`src/design/cst_pkg.sv`:
```
`timescale 1ns / 1ps
// ----------------------------------------------------------------------------
// cst_pkg: shared types and constants of the counting semaphore table
// Table geometry, action and status codes, entry word layout, ring helpers
// and the command/status bundles between controller and datapath.
// ----------------------------------------------------------------------------
package cst_pkg;

  localparam int NUM_SEMS    = 64;
  localparam int ID_W        = 6;
  localparam int QUEUE_SLOTS = 8;
  localparam int QPTR_W      = $clog2(QUEUE_SLOTS);
  localparam int PID_W       = 8;
  localparam int COUNT_W     = 16;
  localparam int ACT_W       = 3;
  localparam int STAT_W      = 3;
  localparam int SLOT_ADDR_W = $clog2(NUM_SEMS * QUEUE_SLOTS);

  localparam logic signed [COUNT_W-1:0] COUNT_MAX = 16'sh7FFF;

  localparam logic [ACT_W-1:0] ACT_ALLOC   = 3'd0;
  localparam logic [ACT_W-1:0] ACT_WAIT    = 3'd1;
  localparam logic [ACT_W-1:0] ACT_SIGNAL  = 3'd2;
  localparam logic [ACT_W-1:0] ACT_TRYTAKE = 3'd3;
  localparam logic [ACT_W-1:0] ACT_RELEASE = 3'd4;

  localparam logic [STAT_W-1:0] ST_OK        = 3'd0;
  localparam logic [STAT_W-1:0] ST_BLOCKED   = 3'd1;
  localparam logic [STAT_W-1:0] ST_FULL      = 3'd2;
  localparam logic [STAT_W-1:0] ST_NONE_FREE = 3'd3;
  localparam logic [STAT_W-1:0] ST_WOKEN     = 3'd4;

  typedef struct packed {
    logic signed [COUNT_W-1:0] count;
    logic [QPTR_W-1:0]         head;
    logic [QPTR_W-1:0]         tail;
  } entry_t;

  typedef struct packed {
    logic accept;
    logic pop_read;
    logic finish;
  } ctl_cmd_t;

  typedef struct packed {
    logic need_pop;
  } dp_stat_t;

  function automatic logic [QPTR_W-1:0] ring_next(logic [QPTR_W-1:0] p);
    logic [QPTR_W-1:0] r;
    if (p == QPTR_W'(QUEUE_SLOTS - 1)) begin
      r = '0;
    end else begin
      r = p + 1'b1;
    end
    return r;
  endfunction

  function automatic logic [SLOT_ADDR_W-1:0] slot_addr(logic [ID_W-1:0] id,
                                                       logic [QPTR_W-1:0] p);
    return SLOT_ADDR_W'(id) * SLOT_ADDR_W'(QUEUE_SLOTS) + SLOT_ADDR_W'(p);
  endfunction

endpackage

```
`src/design/cst_ctrl.sv`:
```
`timescale 1ns / 1ps
// ----------------------------------------------------------------------------
// cst_ctrl: request sequencer of the counting semaphore table
// Accepts one transaction, steps it through entry read, optional waiter
// read and commit, and owns the output valid flag.
// ----------------------------------------------------------------------------
module cst_ctrl (
  input  logic              clk,
  input  logic              rst,
  input  logic              in_valid,
  output logic              in_stall,
  output logic              out_valid,
  input  logic              out_stall,
  input  cst_pkg::dp_stat_t stat,
  output cst_pkg::ctl_cmd_t cmd
);
  import cst_pkg::*;

  localparam logic [1:0] S_IDLE = 2'd0;
  localparam logic [1:0] S_EXEC = 2'd1;
  localparam logic [1:0] S_POP  = 2'd2;

  logic [1:0] state;
  logic [1:0] state_next;
  logic       out_free;

  assign out_free = !out_valid || !out_stall;
  assign in_stall = rst || (state != S_IDLE);

  always_comb begin
    state_next   = state;
    cmd.accept   = 1'b0;
    cmd.pop_read = 1'b0;
    cmd.finish   = 1'b0;
    unique case (state)
      S_IDLE: begin
        if (in_valid) begin
          cmd.accept = 1'b1;
          state_next = S_EXEC;
        end
      end
      S_EXEC: begin
        if (stat.need_pop) begin
          cmd.pop_read = 1'b1;
          state_next   = S_POP;
        end else if (out_free) begin
          cmd.finish = 1'b1;
          state_next = S_IDLE;
        end
      end
      S_POP: begin
        if (out_free) begin
          cmd.finish = 1'b1;
          state_next = S_IDLE;
        end
      end
      default: begin
        state_next = S_IDLE;
      end
    endcase
  end

  always_ff @(posedge clk) begin
    if (rst) begin
      state     <= S_IDLE;
      out_valid <= 1'b0;
    end else begin
      state <= state_next;
      if (cmd.finish) begin
        out_valid <= 1'b1;
      end else if (!out_stall) begin
        out_valid <= 1'b0;
      end
    end
  end

endmodule

```
`config.mk`:
```
export PLATFORM = sky130hd
export DESIGN_NAME = cst_ctrl
export DESIGN_NICKNAME = d
export VERILOG_FILES = /design/src/design/cst_pkg.sv /design/src/design/cst_ctrl.sv
export SDC_FILE = /design/constraint.sdc
export NUM_CORES = 1
export LEC_CHECK = 0
export BUFFER_PORTS_ARGS = -buffer_cell sky130_fd_sc_hd__buf_4
export CAP_MARGIN = 40
export CORE_AREA = 2 2 39 41
export DETAILED_ROUTE_END_ITERATION = 16
export DIE_AREA = 0 0 41 43
export PLACE_DENSITY = 0.36
export SETUP_SLACK_MARGIN = 0.3
export SLEW_MARGIN = 40
export SYNTH_ARGS = -nofsm -noshare
export SYNTH_HDL_FRONTEND = slang
export SYNTH_SLANG_ARGS = --single-unit
```
`constraint.sdc`:
```
create_clock -name clk -period 1.4 [get_ports clk]
set_input_delay 0.07 -clock clk [delete_from_list [all_inputs] [get_ports clk]]
set_output_delay 0.07 -clock clk [all_outputs]
set_load 0.01 [all_outputs]
```
==> results.md <==
* Crit path largest cell delay at approximately 0.32 ns
* Crit-path slowest cell: dfxtp_2
* Area occupied by multi-input gates at between 200 and 300 µm²
* Leak at 0.2169 nW
* # diodes at 0
* CTS tree: done
* Max-cap violations at 0
* Area of the die at roughly 1800 µm²
* WL/cell at around 11 µm
* Most common cell after layout, fill and taps aside: buf_4
* Ports at 10
* Starting Density at 0.1854
* Worst slew pin tran at ~0.22 ns
* Gr usage total at 0.09600
* Pwr dens at 717.4 nW/µm²
* Distinct cell type count after synthesis at 19
* Status: completed
* Final #Nets at 58
* Fraction of layout cells with a size suffix above 1 at 0.7917
* Die X at between 40 and 50 µm
* Post-synthesis sequential area ratio at 0.2341
* Worst reg2reg path endpoint: state[1]
* Startpoint type of the worst setup path: flip-flop
* Avg Cell Area, Syn at between 9 and 10 µm²
* Register area at roughly 65 µm²
* Vias in the first global route at roughly 280
* Clk_skew at 0.001036 ns
* Crit path time final at around 1.3 ns
* Worst path most repeated cell: buf_4
* FILL cells at 140
* Core Box Area at approximately 1400 µm²
* Hold WC Path Type: in -> reg
* WHS Path Cells at 2
* First-pass GRT wire length at ~1.1 mm
* Clock sink count at 3
* Number of buffer cells added on primary ports at 9
* Routability cong. at approximately 0.7
* Worst Hold Path EP: state[0]
* Reg-to-Reg Start: state[0]
* Vias at 287
* Mapped Nets at 37
* Final max-slew violation count at 0
* Critical Setup Path Class: reg -> out
* Synth warnings at 0
* Relative slew slack at 0.8560
* Worst R2R Setup Slack at ~0.20 ns
* Die Y at ~43 µm
* Number of H-tree levels at 1
* Data required time of the worst path at approximately 1.3 ns
* Total power at 0.3923 mW
* Critical Path, Cell by Cell: buf_4 > ha_4 > o21ai_2 > a21oi_2 > buf_4
* Gate Count Post-Synth at 28
* Drt via density at between 4 and 5
* Mapped Area at around 260 µm²
* CTS root buf: clkbuf_4
* Clock latency on the worst-skew pair at 0.23 ns
* Largest net degree at the start of global routing at 6
* Final setup fails at 0
* Hold buffers post-CTS at 0
* Layout area overhead at 113.2%
* Worst setup path start: state[1]
* DRT Wirelength at about 710 µm
* Clock Path Buffers at 2
* Hold_sp: rst
* Final hold violations at 0
* Final period util at 0.9216
* Most frequent cells in the layout: 12 x buf_4, 4 x ha_4, 4 x buf_6
* CP Capture Type: output pin
* RSZ-0062 raised after global routing: yes
* Reg2Reg Depth at 6
* Max Freq at between 700 and 800 MHz
* Initial antenna violation count at 0
* #FFs+latches synth at 3
* CP arrival at 1.22 ns
* Setup_tns at 0 ns
* # rows at 14
* Clock transition at path regs at ~0.040 ns
* 1st-iter DRT viols at 0
* VDD IR max at between 0.0003 and 0.0004 V
* CTS buffer count at 3
* Crit Path Max Fanout at 3
* DRC violations left at 0
* Antenna viol nets, final at 0
* Grt ovf at 0
* Initial DRT Pass Iterations at 1
## final cells by class
cell class / instances / share of cell area
Sequential cell: 3 / 0.1190
Multi-Input combinational cell: 23 / 0.5263
Inverter: 2 / 0.02288
Timing Repair Buffer: 16 / 0.2471
Tap cell: 16 / 0.03661
Clock buffer: 4 / 0.04805
## state kept, by name, indices dropped and copies added (netlist names)
signal,cells
out_valid,1
state,2
## metal layers
layer  wire [µm]  part of all wire  GRT usage
met5           0                 0          0
met4          16             0.022    0.08000
met3          53             0.074    0.01571
met2         348              0.49     0.1438
met1         294              0.41     0.1111
## timing repair
action,CTS,global route
pin swaps,5,1
setup endpoints to repair,7,6
resized for setup,20,3
setup buffers,6,1
## synthesized netlist by cell type
| cell | number | area [µm²] |
|---|---|---|
| a21oi_1 | 3 | 15.01 |
| a41oi_1 | 1 | 8.760 |
| and2_1 | 1 | 6.260 |
| and2_2 | 1 | 7.510 |
| and4b_1 | 1 | 10.01 |
| dfxtp_1 | 3 | 60.06 |
| ha_1 | 4 | 50.05 |
| inv_1 | 2 | 7.510 |
| nand2_1 | 2 | 7.510 |
| nand2b_4 | 1 | 13.76 |
| nor2_1 | 1 | 3.750 |
| nor2b_1 | 1 | 6.260 |
| nor4bb_1 | 1 | 10.01 |
| o211ai_1 | 1 | 7.510 |
| o211ai_2 | 1 | 12.51 |
| o21ai_0 | 1 | 5.000 |
| o21ai_1 | 1 | 5.000 |
| o31ai_2 | 1 | 12.51 |
| or2b_1 | 1 | 7.510 |
## per-stage QoR
stage / setup slack [ns] / util / area [µm²] / std cells / hold slack, ns
global placement: 0.1502 / 0.2640 / 365.4 / 53 / 0.2673
detailed placement: 0.1733 / 0.2640 / 365.4 / 53 / 0.2721
finish: 0.1097 / 0.3951 / 546.8 / 64 / 0.07531
global route: 0.06463 / 0.3951 / 546.8 / 64 / 0.07108
CTS: 0.1011 / 0.3834 / 530.5 / 63 / 0.05932
floorplan: 0.3056 / - / 277.8 / 28 / 0.1317
## worst max-delay path, delay by kind of cell, from the launching register on
family          cells  cell delay (ns)
fa+ha+maj           1             0.17
compound gates      2             0.20
flops               1             0.32
buf+inv             2             0.29
## cells by family after synthesis
family                   count (synthesis)  synth area share
AO/OA/AOI/OAI                            9            0.2585
flip-flops                               3            0.2342
buffers and inverters                    2           0.02928
adder cells (fa/ha/maj)                  4            0.1951
AND/OR/NAND/NOR                         10            0.2830
## where the power goes
part / internal (mW) / switching (mW) / total, mW
logic: 0.0846 / 0.0595 / 0.144
registers: 0.0912 / 0.00719 / 0.0984
clock network: 0.107 / 0.0431 / 0.150
## worst max path at each step
stage | endpoint | slack [ns] | cells past startpoint
global placement | cmd[0] | 0.15 | 6
global route | cmd[0] | 0.06 | 5
CTS | cmd[0] | 0.10 | 6
floorplan | state[1] | 0.31 | 5
detailed placement | cmd[0] | 0.17 | 6
finish | cmd[0] | 0.11 | 5
Power figures use the tool's default switching activity.
